`config.mk`:
```
export PLATFORM = sky130hd
export DESIGN_NAME = mppt_charge_controller_flat
export DESIGN_NICKNAME = d
export VERILOG_FILES = /design/src/hdl/mcc_pkg.sv /design/src/hdl/mcc_channels.sv /design/src/hdl/mcc_front.sv /design/src/hdl/mcc_queue.sv /design/src/hdl/mcc_back.sv /design/src/hdl/mppt_charge_controller.sv /design/src/flat_wrapper.sv
export SDC_FILE = /design/constraint.sdc
export NUM_CORES = 2
export LEC_CHECK = 0
export BUFFER_PORTS_ARGS = -buffer_cell sky130_fd_sc_hd__buf_2
export CAP_MARGIN = 0
export CORE_UTILIZATION = 55
export DETAILED_ROUTE_END_ITERATION = 8
export PLACE_DENSITY = 0.75
export SYNTH_ARGS = -nofsm -noshare
export SYNTH_HDL_FRONTEND = slang
export SYNTH_SLANG_ARGS = --single-unit
```
`constraint.sdc`:
```
create_clock -name clk -period 6.8 [get_ports clk]
set_clock_uncertainty 0.1 [all_clocks]
set_input_delay 1.36 -clock clk [delete_from_list [all_inputs] [get_ports clk]]
set_output_delay 1.36 -clock clk [all_outputs]
set_load 0.005 [all_outputs]
```
`src/hdl/mcc_pkg.sv`:
```
// ----------------------------------------------------------------------------
// mcc_pkg
// Types, field widths, state codes, register indexes and reset values shared
// by the charge controller modules.
// ----------------------------------------------------------------------------
`default_nettype none

package mcc_pkg;

	localparam int CODE_W     = 11;
	localparam int SAMPLE_W   = 13;
	localparam int SUM_W      = 16;
	localparam int TOTAL_W    = 17;
	localparam int POWER_W    = 29;
	localparam int OUT_PWR_W  = 28;
	localparam int DUTY_W     = 8;
	localparam int STATE_W    = 2;
	localparam int RETRY_W    = 5;
	localparam int TOL_W      = 8;
	localparam int LIMIT_W    = 15;
	localparam int TRIES_W    = 4;
	localparam int CFG_IDX_W  = 3;
	localparam int CFG_DATA_W = 15;

	localparam int QUEUE_DEPTH = 2;

	localparam logic [STATE_W-1:0] MODE_INITIAL     = 2'd0;
	localparam logic [STATE_W-1:0] MODE_TRACKING    = 2'd1;
	localparam logic [STATE_W-1:0] MODE_OVERCURRENT = 2'd2;
	localparam logic [STATE_W-1:0] MODE_STOPPED     = 2'd3;

	localparam logic [CFG_IDX_W-1:0] CFG_TARGET_VOLTAGE      = 3'd0;
	localparam logic [CFG_IDX_W-1:0] CFG_VOLTAGE_TOLERANCE   = 3'd1;
	localparam logic [CFG_IDX_W-1:0] CFG_MIN_BATTERY_VOLTAGE = 3'd2;
	localparam logic [CFG_IDX_W-1:0] CFG_MAX_CURRENT         = 3'd3;
	localparam logic [CFG_IDX_W-1:0] CFG_MAX_TRIES           = 3'd4;
	localparam logic [CFG_IDX_W-1:0] CFG_INITIAL_DUTY        = 3'd5;

	localparam logic [CODE_W-1:0]  RST_TARGET_VOLTAGE      = 11'd537;
	localparam logic [TOL_W-1:0]   RST_VOLTAGE_TOLERANCE   = 8'd4;
	localparam logic [CODE_W-1:0]  RST_MIN_BATTERY_VOLTAGE = 11'd21;
	localparam logic [LIMIT_W-1:0] RST_MAX_CURRENT         = 15'd4267;
	localparam logic [TRIES_W-1:0] RST_MAX_TRIES           = 4'd5;
	localparam logic [DUTY_W-1:0]  RST_INITIAL_DUTY        = 8'd75;

	localparam logic [RETRY_W-1:0] RETRY_MAX = 5'd31;

	typedef struct packed {
		logic [CODE_W-1:0] input_voltage_code;
		logic [CODE_W-1:0] battery_voltage_code;
		logic [CODE_W-1:0] battery_current_code;
		logic [CODE_W-1:0] load_current_code;
		logic [CODE_W-1:0] reference_code;
	} sample_t;

	typedef struct packed {
		logic [DUTY_W-1:0]           duty;
		logic [STATE_W-1:0]          charge_state;
		logic                        converter_enable;
		logic                        reverse_seen;
		logic signed [SUM_W-1:0]     battery_current_sum;
		logic signed [SUM_W-1:0]     load_current_sum;
		logic signed [OUT_PWR_W-1:0] battery_power;
	} result_t;

	typedef struct packed {
		logic [CFG_IDX_W-1:0]  index;
		logic [CFG_DATA_W-1:0] value;
	} cfg_t;

	typedef struct packed {
		logic [CODE_W-1:0]         vin;
		logic [CODE_W-1:0]         vbat;
		logic signed [SUM_W-1:0]   bsum;
		logic signed [SUM_W-1:0]   lsum;
		logic signed [POWER_W-1:0] power;
	} work_t;

endpackage

`default_nettype wire

```
`src/hdl/mcc_channels.sv`:
```
// ----------------------------------------------------------------------------
// mcc channels
// Valid/ready channel interfaces for samples, results and register writes.
// ----------------------------------------------------------------------------
`default_nettype none

interface mcc_in_if;
	logic             valid;
	logic             ready;
	mcc_pkg::sample_t data;
	modport source (output valid, output data, input ready);
	modport sink   (input valid, input data, output ready);
endinterface

interface mcc_out_if;
	logic             valid;
	logic             ready;
	mcc_pkg::result_t data;
	modport source (output valid, output data, input ready);
	modport sink   (input valid, input data, output ready);
endinterface

interface mcc_cfg_if;
	logic          valid;
	logic          ready;
	mcc_pkg::cfg_t data;
	modport source (output valid, output data, input ready);
	modport sink   (input valid, input data, output ready);
endinterface

`default_nettype wire

```
`src/hdl/mcc_front.sv`:
```
// ----------------------------------------------------------------------------
// mcc_front
// Takes in ADC code sets, updates the two moving current sums and forms the
// battery power product for the queue.
// ----------------------------------------------------------------------------
`default_nettype none

module mcc_front #(
	parameter int FILTER_TAPS = 8
) (
	input  wire logic           clk,
	input  wire logic           arst_n,
	mcc_in_if.sink              sample,
	output logic                push_valid,
	input  wire logic           push_ready,
	output mcc_pkg::work_t      push_data
);
	import mcc_pkg::*;

	logic signed [SAMPLE_W-1:0] bring_q [FILTER_TAPS];
	logic signed [SAMPLE_W-1:0] lring_q [FILTER_TAPS];
	logic signed [SUM_W-1:0]    bsum_q, lsum_q;
	logic signed [SAMPLE_W-1:0] bsample, lsample;
	logic signed [SUM_W-1:0]    bsum_d, lsum_d;
	logic                       accept;

	logic                       valid_s1;
	logic [CODE_W-1:0]          vin_s1, vbat_s1;
	logic signed [SUM_W-1:0]    bsum_s1, lsum_s1;
	logic signed [TOTAL_W-1:0]  total;

	assign sample.ready = !valid_s1 || push_ready;
	assign accept       = sample.valid && sample.ready;

	// current samples in half-code units
	assign bsample = $signed({1'b0, sample.data.battery_current_code, 1'b0})
		- $signed({2'b00, sample.data.reference_code});
	assign lsample = $signed({1'b0, sample.data.load_current_code, 1'b0})
		- $signed({2'b00, sample.data.reference_code});

	assign bsum_d = bsum_q - SUM_W'(bring_q[FILTER_TAPS-1]) + SUM_W'(bsample);
	assign lsum_d = lsum_q - SUM_W'(lring_q[FILTER_TAPS-1]) + SUM_W'(lsample);

	always_ff @(posedge clk or negedge arst_n) begin
		if (!arst_n) begin
			for (int i = 0; i < FILTER_TAPS; i++) begin
				bring_q[i] <= '0;
				lring_q[i] <= '0;
			end
			bsum_q <= '0;
			lsum_q <= '0;
		end else if (accept) begin
			bring_q[0] <= bsample;
			lring_q[0] <= lsample;
			for (int i = 1; i < FILTER_TAPS; i++) begin
				bring_q[i] <= bring_q[i-1];
				lring_q[i] <= lring_q[i-1];
			end
			bsum_q <= bsum_d;
			lsum_q <= lsum_d;
		end
	end

	always_ff @(posedge clk or negedge arst_n) begin
		if (!arst_n) begin
			valid_s1 <= 1'b0;
		end else if (accept) begin
			valid_s1 <= 1'b1;
		end else if (push_ready) begin
			valid_s1 <= 1'b0;
		end
	end

	always_ff @(posedge clk) begin
		if (accept) begin
			vin_s1  <= sample.data.input_voltage_code;
			vbat_s1 <= sample.data.battery_voltage_code;
			bsum_s1 <= bsum_d;
			lsum_s1 <= lsum_d;
		end
	end

	assign total = TOTAL_W'(bsum_s1) + TOTAL_W'(lsum_s1);

	assign push_valid      = valid_s1;
	assign push_data.vin   = vin_s1;
	assign push_data.vbat  = vbat_s1;
	assign push_data.bsum  = bsum_s1;
	assign push_data.lsum  = lsum_s1;
	assign push_data.power = $signed({{(POWER_W-CODE_W){1'b0}}, vbat_s1}) * POWER_W'(total);

endmodule

`default_nettype wire

```
`src/hdl/mcc_queue.sv`:
```
// ----------------------------------------------------------------------------
// mcc_queue
// Short queue of filtered requests between the front end and the charge
// state machine.
// ----------------------------------------------------------------------------
`default_nettype none

module mcc_queue (
	input  wire logic            clk,
	input  wire logic            arst_n,
	input  wire logic            push_valid,
	output logic                 push_ready,
	input  wire mcc_pkg::work_t  push_data,
	output logic                 pop_valid,
	input  wire logic            pop_ready,
	output mcc_pkg::work_t       pop_data
);
	import mcc_pkg::*;

	localparam int PTR_W = (QUEUE_DEPTH > 1) ? $clog2(QUEUE_DEPTH) : 1;
	localparam logic [PTR_W-1:0] PTR_LAST = PTR_W'(QUEUE_DEPTH - 1);
	localparam logic [PTR_W:0]   COUNT_FULL = (PTR_W + 1)'(QUEUE_DEPTH);

	work_t            slot_q [QUEUE_DEPTH];
	logic [PTR_W-1:0] wr_ptr_q, rd_ptr_q;
	logic [PTR_W:0]   count_q;
	logic             push, pop;

	assign push_ready = count_q != COUNT_FULL;
	assign pop_valid  = count_q != '0;
	assign push       = push_valid && push_ready;
	assign pop        = pop_valid && pop_ready;
	assign pop_data   = slot_q[rd_ptr_q];

	always_ff @(posedge clk or negedge arst_n) begin
		if (!arst_n) begin
			wr_ptr_q <= '0;
			rd_ptr_q <= '0;
			count_q  <= '0;
		end else begin
			if (push) begin
				wr_ptr_q <= (wr_ptr_q == PTR_LAST) ? '0 : wr_ptr_q + 1'b1;
			end
			if (pop) begin
				rd_ptr_q <= (rd_ptr_q == PTR_LAST) ? '0 : rd_ptr_q + 1'b1;
			end
			if (push && !pop) begin
				count_q <= count_q + 1'b1;
			end else if (pop && !push) begin
				count_q <= count_q - 1'b1;
			end
		end
	end

	always_ff @(posedge clk) begin
		if (push) begin
			slot_q[wr_ptr_q] <= push_data;
		end
	end

endmodule

`default_nettype wire

```
`src/hdl/mcc_back.sv`:
```
// ----------------------------------------------------------------------------
// mcc_back
// Configuration registers, charge state machine, perturb-and-observe duty
// stepping and the result register.
// ----------------------------------------------------------------------------
`default_nettype none

module mcc_back #(
	parameter int DUTY_TOP = 250
) (
	input  wire logic            clk,
	input  wire logic            arst_n,
	mcc_cfg_if.sink              cfg,
	input  wire logic            pop_valid,
	output logic                 pop_ready,
	input  wire mcc_pkg::work_t  pop_data,
	mcc_out_if.source            result
);
	import mcc_pkg::*;

	localparam logic [DUTY_W-1:0] DUTY_TOP_C  = DUTY_W'(DUTY_TOP);
	localparam logic [DUTY_W-1:0] DUTY_LAST_C = DUTY_W'(DUTY_TOP - 1);

	logic [CODE_W-1:0]  target_q, min_vbat_q;
	logic [TOL_W-1:0]   tolerance_q;
	logic [LIMIT_W-1:0] limit_q;
	logic [TRIES_W-1:0] tries_q;

	logic [STATE_W-1:0]        mode_q, mode_d;
	logic [DUTY_W-1:0]         duty_q, duty_d;
	logic                      step_q, step_d;
	logic [RETRY_W-1:0]        retry_q, retry_d;
	logic                      rev_q, rev_d;
	logic                      conv_q, conv_d;
	logic signed [POWER_W-1:0] prev_q, prev_d;
	logic                      do_step;

	logic                      res_valid_q;
	result_t                   res_q;
	logic                      take, cfg_write;

	logic signed [TOTAL_W-1:0] bsum_x, limit_x;
	logic signed [CODE_W+1:0]  vbat_x, floor_x;
	logic [CODE_W-1:0]         vin, vbat;

	assign cfg.ready  = 1'b1;
	assign cfg_write  = cfg.valid;
	assign pop_ready  = !res_valid_q || result.ready;
	assign take       = pop_valid && pop_ready;

	assign vin     = pop_data.vin;
	assign vbat    = pop_data.vbat;
	assign bsum_x  = TOTAL_W'(pop_data.bsum);
	assign limit_x = $signed({2'b00, limit_q});
	assign vbat_x  = $signed({2'b00, vbat});
	assign floor_x = $signed({2'b00, target_q}) - $signed({5'b00000, tolerance_q});

	always_comb begin
		mode_d  = mode_q;
		duty_d  = duty_q;
		step_d  = step_q;
		retry_d = retry_q;
		rev_d   = rev_q;
		conv_d  = conv_q;
		prev_d  = prev_q;
		do_step = 1'b0;
		case (mode_q)
			MODE_INITIAL: begin
				if (vbat > min_vbat_q && vin > vbat && vbat < target_q) begin
					mode_d = MODE_TRACKING;
					rev_d  = 1'b0;
					conv_d = 1'b1;
				end
			end
			MODE_TRACKING: begin
				if (vbat > target_q) begin
					mode_d = MODE_STOPPED;
				end else if (bsum_x > limit_x) begin
					mode_d  = MODE_OVERCURRENT;
					retry_d = '0;
					step_d  = 1'b1;
				end else if (vbat > vin) begin
					rev_d  = 1'b1;
					conv_d = 1'b0;
					mode_d = MODE_INITIAL;
				end else if (prev_q > pop_data.power) begin
					step_d = ~step_q;
				end else if (duty_q == '0) begin
					duty_d = DUTY_W'(1);
				end else if (duty_q >= DUTY_TOP_C) begin
					duty_d = DUTY_LAST_C;
				end
				do_step = 1'b1;
			end
			MODE_OVERCURRENT: begin
				if (retry_q > {1'b0, tries_q}) begin
					mode_d = MODE_STOPPED;
				end else if (bsum_x < limit_x) begin
					mode_d = MODE_TRACKING;
				end else if (vbat > vin) begin
					rev_d  = 1'b1;
					conv_d = 1'b0;
					mode_d = MODE_INITIAL;
				end
				do_step = 1'b1;
				if (retry_q != RETRY_MAX) begin
					retry_d = retry_q + 1'b1;
				end
			end
			default: begin
				conv_d = 1'b0;
				if (vbat_x < floor_x) begin
					mode_d = MODE_INITIAL;
					rev_d  = 1'b0;
				end
			end
		endcase
		// duty step guard
		if (do_step && duty_d != '0 && duty_d < DUTY_TOP_C) begin
			duty_d = step_d ? duty_d - 1'b1 : duty_d + 1'b1;
			prev_d = pop_data.power;
		end
	end

	always_ff @(posedge clk or negedge arst_n) begin
		if (!arst_n) begin
			target_q    <= RST_TARGET_VOLTAGE;
			tolerance_q <= RST_VOLTAGE_TOLERANCE;
			min_vbat_q  <= RST_MIN_BATTERY_VOLTAGE;
			limit_q     <= RST_MAX_CURRENT;
			tries_q     <= RST_MAX_TRIES;
			mode_q      <= MODE_INITIAL;
			duty_q      <= RST_INITIAL_DUTY;
			step_q      <= 1'b0;
			retry_q     <= '0;
			rev_q       <= 1'b0;
			conv_q      <= 1'b0;
			prev_q      <= '1;
		end else begin
			if (take) begin
				mode_q  <= mode_d;
				duty_q  <= duty_d;
				step_q  <= step_d;
				retry_q <= retry_d;
				rev_q   <= rev_d;
				conv_q  <= conv_d;
				prev_q  <= prev_d;
			end
			if (cfg_write) begin
				case (cfg.data.index)
					CFG_TARGET_VOLTAGE:      target_q    <= cfg.data.value[CODE_W-1:0];
					CFG_VOLTAGE_TOLERANCE:   tolerance_q <= cfg.data.value[TOL_W-1:0];
					CFG_MIN_BATTERY_VOLTAGE: min_vbat_q  <= cfg.data.value[CODE_W-1:0];
					CFG_MAX_CURRENT:         limit_q     <= cfg.data.value[LIMIT_W-1:0];
					CFG_MAX_TRIES:           tries_q     <= cfg.data.value[TRIES_W-1:0];
					CFG_INITIAL_DUTY:        duty_q      <= cfg.data.value[DUTY_W-1:0];
					default: ;
				endcase
			end
		end
	end

	always_ff @(posedge clk or negedge arst_n) begin
		if (!arst_n) begin
			res_valid_q <= 1'b0;
		end else if (take) begin
			res_valid_q <= 1'b1;
		end else if (result.ready) begin
			res_valid_q <= 1'b0;
		end
	end

	always_ff @(posedge clk) begin
		if (take) begin
			res_q.duty                <= duty_d;
			res_q.charge_state        <= mode_d;
			res_q.converter_enable    <= conv_d;
			res_q.reverse_seen        <= rev_d;
			res_q.battery_current_sum <= pop_data.bsum;
			res_q.load_current_sum    <= pop_data.lsum;
			res_q.battery_power       <= pop_data.power[OUT_PWR_W-1:0];
		end
	end

	assign result.valid = res_valid_q;
	assign result.data  = res_q;

endmodule

`default_nettype wire

```
`src/hdl/mppt_charge_controller.sv`:
```
// ----------------------------------------------------------------------------
// mppt_charge_controller
// Perturb-and-observe charge controller working on raw ADC code sets.
//
// Channels: sample takes one set of five ADC codes per request, result gives
// one status request per sample (duty, charge state, converter enable,
// reverse mark, both moving current sums and battery power). cfg writes one
// of six threshold registers by index; it is always ready and must only be
// used while no sample is in flight.
// Path: a sample passes the filter register, its power product goes into the
// queue, and the result register then gives the result.
// Throughput: one sample per cycle while the receiver does not stall; the
// charge state machine forms its next state combinationally on the queue head,
// and the power multiply sits between the filter register and the queue.
// Reset: sums, filter taps and state clear, duty loads the initial duty and
// the registers return to their defaults; no sweep is needed.
// Receiver stall: the result register holds, the two-entry queue and the
// filter register fill, then sample ready drops. Nothing is lost.
// ----------------------------------------------------------------------------
`default_nettype none

module mppt_charge_controller #(
	parameter int FILTER_TAPS = 8,
	parameter int DUTY_TOP    = 250
) (
	input  wire logic clk,
	input  wire logic arst_n,
	mcc_in_if.sink    sample,
	mcc_out_if.source result,
	mcc_cfg_if.sink   cfg
);
	import mcc_pkg::*;

	logic  push_valid, push_ready, pop_valid, pop_ready;
	work_t push_data, pop_data;

	mcc_front #(
		.FILTER_TAPS (FILTER_TAPS)
	) u_front (
		.clk        (clk),
		.arst_n     (arst_n),
		.sample     (sample),
		.push_valid (push_valid),
		.push_ready (push_ready),
		.push_data  (push_data)
	);

	mcc_queue u_queue (
		.clk        (clk),
		.arst_n     (arst_n),
		.push_valid (push_valid),
		.push_ready (push_ready),
		.push_data  (push_data),
		.pop_valid  (pop_valid),
		.pop_ready  (pop_ready),
		.pop_data   (pop_data)
	);

	mcc_back #(
		.DUTY_TOP (DUTY_TOP)
	) u_back (
		.clk       (clk),
		.arst_n    (arst_n),
		.cfg       (cfg),
		.pop_valid (pop_valid),
		.pop_ready (pop_ready),
		.pop_data  (pop_data),
		.result    (result)
	);

endmodule

`default_nettype wire
```
`src/flat_wrapper.sv`:
```
// flat-port wrapper written by rule: the top's interface ports become plain ports
module mppt_charge_controller_flat import mcc_pkg::*;
#(
	parameter int FILTER_TAPS = 8,
	parameter int DUTY_TOP    = 250
)
  (clk, arst_n, sample_valid, sample_data, sample_ready, result_valid, result_data, result_ready, cfg_valid, cfg_data, cfg_ready);
  mcc_in_if sample_i ();
  mcc_out_if result_i ();
  mcc_cfg_if cfg_i ();
  input  wire logic clk;
  input  wire logic arst_n;
  input wire logic [$bits(sample_i.valid)-1:0] sample_valid;
  input wire logic [$bits(sample_i.data)-1:0] sample_data;
  output wire logic [$bits(sample_i.ready)-1:0] sample_ready;
  output wire logic [$bits(result_i.valid)-1:0] result_valid;
  output wire logic [$bits(result_i.data)-1:0] result_data;
  input wire logic [$bits(result_i.ready)-1:0] result_ready;
  input wire logic [$bits(cfg_i.valid)-1:0] cfg_valid;
  input wire logic [$bits(cfg_i.data)-1:0] cfg_data;
  output wire logic [$bits(cfg_i.ready)-1:0] cfg_ready;
  assign sample_i.valid = sample_valid;
  assign sample_i.data = sample_data;
  assign sample_ready = sample_i.ready;
  assign result_valid = result_i.valid;
  assign result_data = result_i.data;
  assign result_i.ready = result_ready;
  assign cfg_i.valid = cfg_valid;
  assign cfg_i.data = cfg_data;
  assign cfg_ready = cfg_i.ready;
  mppt_charge_controller #(.FILTER_TAPS(FILTER_TAPS), .DUTY_TOP(DUTY_TOP)) u_core (.clk(clk), .arst_n(arst_n), .sample(sample_i), .result(result_i), .cfg(cfg_i));
endmodule
```
# Word-level counts from Yosys, hierarchy flattened
# Memories as Yosys holds them, arrays and structs flattened.
# Index checks and enable logic that the tools add are counted.
dict set report op_classes {
  n_addsub 15
  multipliers 1
  order_cmp 12
  n_eq_ne 12
  n_mux 55
  bitwise 1
  reduce_logical 32
}
# cell n
set op_table {}
lappend op_table {{$mux 8} 12}
lappend op_table {{$gt 11x11->1} 4}
lappend op_table {{$add 16x13->16} 2}
lappend op_table {{$sub 16x13->16} 2}
lappend op_table {{$gt 29x29->1} 1}
lappend op_table {{$mul 12x17->29} 1}
lappend op_table {{$mux 1} 27}
lappend op_table {{$sub 12x11->13} 2}
lappend op_table {{$mux 2} 9}
lappend op_table {{$add 16x16->17} 1}
lappend op_table {{$gt 16x16->1} 1}
lappend op_table {{$lt 16x16->1} 1}
lappend op_table {{$mux 5} 3}
lappend op_table {{$lt 12x12->1} 1}
lappend op_table {{$reduce_and 2->1} 6}
lappend op_table {{$sub 11x8->12} 1}
lappend op_table {{$lt 11x11->1} 1}
lappend op_table {{$pmux 5 s2} 1}
lappend op_table {{$reduce_bool 2->1} 5}
lappend op_table {{$logic_and 1x1->1} 9}
lappend op_table {{$add 8x1->8 const B} 1}
lappend op_table {{$ge 8x8->1 const B} 1}
lappend op_table {{$logic_not 8->1} 1}
lappend op_table {{$lt 8x8->1 const B} 1}
lappend op_table {{other kinds (23)} 34}
dict set report word_totals {
  reg_bits 468
  mem_bits_rw 166
  inputBits 78
  output_inout_bits 75
  elab_cells 175
  n_memories 1
}
# memory depth word_bits rd rd_clocked_by_memory_dff wr line_no
set memory_table {}
lappend memory_table {u_core.u_queue.slot_q 2 83 1 0 1 mcc_queue.sv:24} ;# work_t slot_q [QUEUE_DEPTH];

# Logic depth before layout (Yosys ltp)
dict set report depth {
  word_depth 15
  ltp_mapped 35
  depth_no_buf 34
}

# Modules after synthesis
# Synthesis repeated with hierarchy kept, for this count alone.
dict set report unflattened {
  cells_unflattened 3490
  hier_area_um2 36973.0
}
# mod instances cells_each area_each_um2 seq_area_each_um2
set by_module_without_submodules {}
lappend by_module_without_submodules {mcc_front 1 2297 21074.0 7452.1}
lappend by_module_without_submodules {mcc_back 1 917 9471.6 4650.7}
lappend by_module_without_submodules {mcc_queue 1 276 6427.4 5084.9}

# Worst setup path after synthesis
# OpenSTA, ideal clock, no wires.
dict set report synth_path {
  path_type {register to register}
  from {register u_core.u_front.lsum_s1[0]}
  to {memory u_core.u_queue.slot_q[0][25] (netlist name), data pin}
  setup_ps 264
  arrival_ps 7079
  t_required_ps 6436
  slack_ps -644
  stages_incl_launch_ff 34
  n_path_buf 1
  period_less_slack_ps 7444
  path_cell_list {edfxtp_1 > ha_1 > inv_1 > fa_1 > nor2b_1 > o21ai_1 > a21boi_1 > o21ai_1 > a21boi_1 > o21ai_0 > a21boi_1 > o21ai_1 > nor2b_1 > xnor2_1 > clkbuf_1 > nand2_1 > fa_1 > fa_1 > inv_1 > fa_1 > fa_1 > inv_1 > fa_1 > inv_1 > ha_1 > or3_1 > o21ai_0 > nand2b_1 > inv_1 > a211o_1 > a31oi_1 > o21bai_1 > a21oi_1 > xnor2_1}
}
# element line_no
set synth_rtl {}
lappend synth_rtl {{from (decl)} mcc_front.sv:29} ;# logic signed [SUM_W-1:0] bsum_s1, lsum_s1;
lappend synth_rtl {{from (signal assigned)} mcc_front.sv:79} ;# lsum_s1 <= lsum_d;
lappend synth_rtl {{to (decl)} mcc_queue.sv:24}

==> summary.md <==
| Metric | Value |
|---|---|
| Status | finished, violations left |
| Failing checks | setup timing |
| Row cnt | 93 |
| Nets@finish | 4,185 |
| Share of cells above drive strength 1 | between 10% and 20% |
| FF+latch count, synth | between 600 and 700 |
| Fmax | 138 MHz |
| Worst endpoint data arrival time | 7.50 ns |
| Top_reg_cell synth | edfxtp_1 |
| Drt pass-1 iters | 5 |
| Area share of the largest cell type after synthesis | 24.4% |
| Setup Crit Path Kind | reg2reg |
| Slew @ Worst Pin | 1.14 ns |
| Die Span Y | 258 um |
| YS warnings | 0 |
| Initial Utilization | between 50% and 60% |
| Diodes inserted | 0 |
| Setup crit end kind | register |
| Global router's overall resource usage | 23.1% |
| Cell mode on critical path | fa_1 |
| Synth Net Count | 3,915 |
| Wire length per cell | 16.2 um |
| Finished Core Util | between 60 and 70% |
| I/O pin cnt | 153 |
| Post-synthesis average cell area | between 10 and 15 um2 |
| Post-Syn Area | between 0.03 and 0.04 mm2 |
| Via count | roughly 24,000 |
| Post-route cell area | just over 0.04 mm2 |
| Worst hold-check path type | reg2reg |
| Layout fillers | 4,915 |
| Port Buffers | 151 |
| Crit path time final | around 7.3 ns |
| CP peak stage delay | 0.54 ns |
| Critical path's slowest cell | fa_1 |
| GRT Residual Overflow | 0 |
| Initial DRC Count | 1,671 |
| Total CTS buffers | 67 |
| Register area share after synthesis | a little under half |
| CTS Buffer Depth | 3 |
| First-pass GRT wire length | around 120 mm |
| Startpoint Class | register |
| Drt drc | 0 |
| CTS tree | built |
| Period utilization | 107% |
| Final Setup Violations | 22 |
| Synth area leaders | edfxtp_1 (24%), dfrtp_1 (20%), fa_1 (11%) |
| Final setup margin | -0.455 ns |
| RSZ-0062 raised after global routing | yes |
| Max-cap violations | 0 |
| Vias in the first global route | ~24,000 |
| Die ar. | between 0.06 and 0.07 mm2 |
| Hold WS | about 0.34 ns |
| CP max FO | 4 |
| Fraction of registers with async set or reset after synthesis | a little over half |
| Gp weighted congestion | 0.891 |
| Final HPWL DP | approximately 53 mm |
| Placed Area | 0.0387 mm2 |
| Initial antenna violation count | 2 |
| Synth-to-layout area growth | 15.3% |
| Cell count after synthesis | 3,391 |
| Area leader, netlist | edfxtp_1 |
| CTS root buffer | clkbuf_16 |
| Clk pin slew, worst setup/hold paths | 0.06 ns |
| Worst-Skew Late Latency | ~0.62 ns |
| DIE WIDTH | around 260 um |
| Core ar. | ~0.065 mm2 |
| EDFF count, synth | 292 |
| Routed Antenna Nets | 0 |
| Netlist cell types | 73 |
| CTS H-Tree Depth | 3 |
| Vias/cell | around 5.2 |
| Largest net degree at the start of global routing | approximately 130 |
| Hold-fix buffer count after cts | 0 |
| WL final | 74.1 mm |
| Max transition margin | between 20% and 30% |
| Final hold violation count | 0 |
| Pins Over Slew Limit | 0 |
| Clock Sinks | 626 |
| Worst Path Required | 7.04 ns |
==> state kept, by name, indices dropped and copies added, names as in the netlist, 11 cells and up <==
| name | count |
|---|---|
| u_core.u_back.target_q | 11 |
| u_core.u_queue.slot_q | 166 |
| u_core.u_back.min_vbat_q | 11 |
| u_core.u_front.bsum_q | 16 |
| u_core.u_back.prev_q | 29 |
| u_core.u_front.lsum_s1 | 16 |
| u_core.u_front.bsum_s1 | 16 |
| u_core.u_front.vbat_s1 | 11 |
| u_core.u_front.vin_s1 | 11 |
| u_core.u_front.bring_q | 100 |
| u_core.u_front.lring_q | 100 |
| u_core.u_back.result.data | 72 |
| u_core.u_front.lsum_q | 16 |
| u_core.u_back.limit_q | 15 |
==> layer usage <==
layer  vias up  track usage [%]  share of wire (%)
met4         2             8.40                3.1
met5         -                0              0.018
li1      11577                -                  -
met3       135             3.63                4.9
met2       521             38.3                 48
met1     11666             30.9                 44
==> logic make-up after synthesis <==
family          synth area share (%)
mux                             3.77
flops                           47.7
simple gates                    13.4
fa+ha+maj                       19.7
buf+inv                         5.79
other cells                   0.0104
xor+xnor                        2.55
compound gates                  6.97
==> cell usage after synthesis, types with 8 or more instances <==
master	n
nand2_1	827
inv_1	421
edfxtp_1	292
dfrtp_1	285
ha_1	243
fa_1	203
o21ai_0	125
nor2_1	118
clkbuf_1	96
a21oi_1	85
xnor2_1	81
mux2_2	78
and2_1	62
dfstp_2	49
mux2i_1	48
a21o_1	34
nor2b_1	32
nand3_1	25
xor2_1	24
nand2b_1	22
a21oi_2	21
nor3_1	20
o21ai_1	19
nand4_1	18
a21boi_1	16
o21a_1	12
o21bai_1	10
a211oi_1	9
buf_1	9
or3_1	8
==> final timing paths <==
| kind | from | to | slack [ns] | cells after the start |
|---|---|---|---|---|
| worst max-delay path | u_core.u_front.bsum_s1[0]$_DFFE_PP_ | u_core.u_queue.slot_q[0][25]$_DFFE_PP_ | -0.46 | 34 |
| max in group asynchronous | arst_n | u_core.u_front.lsum_q[12]$_DFFE_PN0P_ | 4.67 | 2 |
| min in group asynchronous | arst_n | u_core.u_back.retry_q[0]$_DFFE_PN0P_ | 0.69 | 1 |
| worst min-delay path | u_core.u_front.vin_s1[0]$_DFFE_PP_ | u_core.u_queue.slot_q[0][72]$_DFFE_PP_ | 0.34 | 0 |
| worst max register to register | u_core.u_front.bsum_s1[0]$_DFFE_PP_ | u_core.u_queue.slot_q[0][25]$_DFFE_PP_ | -0.46 | 34 |
| worst min register to register | u_core.u_front.vin_s1[0]$_DFFE_PP_ | u_core.u_queue.slot_q[0][72]$_DFFE_PP_ | 0.34 | 0 |
==> metrics by stage <==
step | worst slack (ns) | std cells | TNS, ns
2_1_floorplan | -0.0871 | 3391 | -0.310
3_3_place_gp | -0.400 | 4413 | -4.46
3_5_place_dp | -0.596 | 4413 | -8.41
4_1_cts | -0.329 | 4557 | -3.51
5_1_grt | -0.763 | 4569 | -13.58
6_report | -0.455 | 4569 | -5.85
==> critical path, delay by kind of cell, from the launching register on <==
kind            cells  cell delay (ns)
flops               1             0.40
fa+ha+maj           8             3.10
compound gates     12             2.10
simple gates        5             0.53
buf+inv             8             0.64
xor+xnor            1             0.10
==> final cells by class <==
type | count | area (um2) | share of cell area (%)
Multi-Input combinational cell | 2227 | 17300 | 41.6
Sequential cell | 626 | 17200 | 41.4
Timing Repair Buffer | 317 | 2150 | 5.18
Clock buffer | 90 | 1860 | 4.48
Inverter | 422 | 1600 | 3.85
Tap cell | 855 | 1070 | 2.58
Clock inverter | 32 | 390 | 0.940
==> what timing repair did <==
action,CTS,global route
cloned,0,1
setup buffers,22,13
endpoints found under the setup margin,20,32
pin swaps,42,30
resized for setup,39,34
==> cells in the final DEF (no fill, tap or decap), types with 34 or more instances in the layout <==
| cell | count |
|---|---|
| xnor2_1 | 79 |
| buf_4 | 144 |
| nand2_1 | 813 |
| mux2_2 | 78 |
| dfstp_2 | 49 |
| inv_1 | 407 |
| fa_1 | 195 |
| and2_1 | 57 |
| buf_2 | 151 |
| o21ai_0 | 118 |
| edfxtp_1 | 292 |
| a21oi_1 | 76 |
| clkbuf_16 | 68 |
| dfrtp_1 | 284 |
| nor2_1 | 112 |
| mux2i_1 | 48 |
| ha_1 | 226 |
| a21o_1 | 34 |
Power is left out: the tool's default activity adds up to more than one toggle a clock period on the data nets, which glitch-free logic cannot reach.
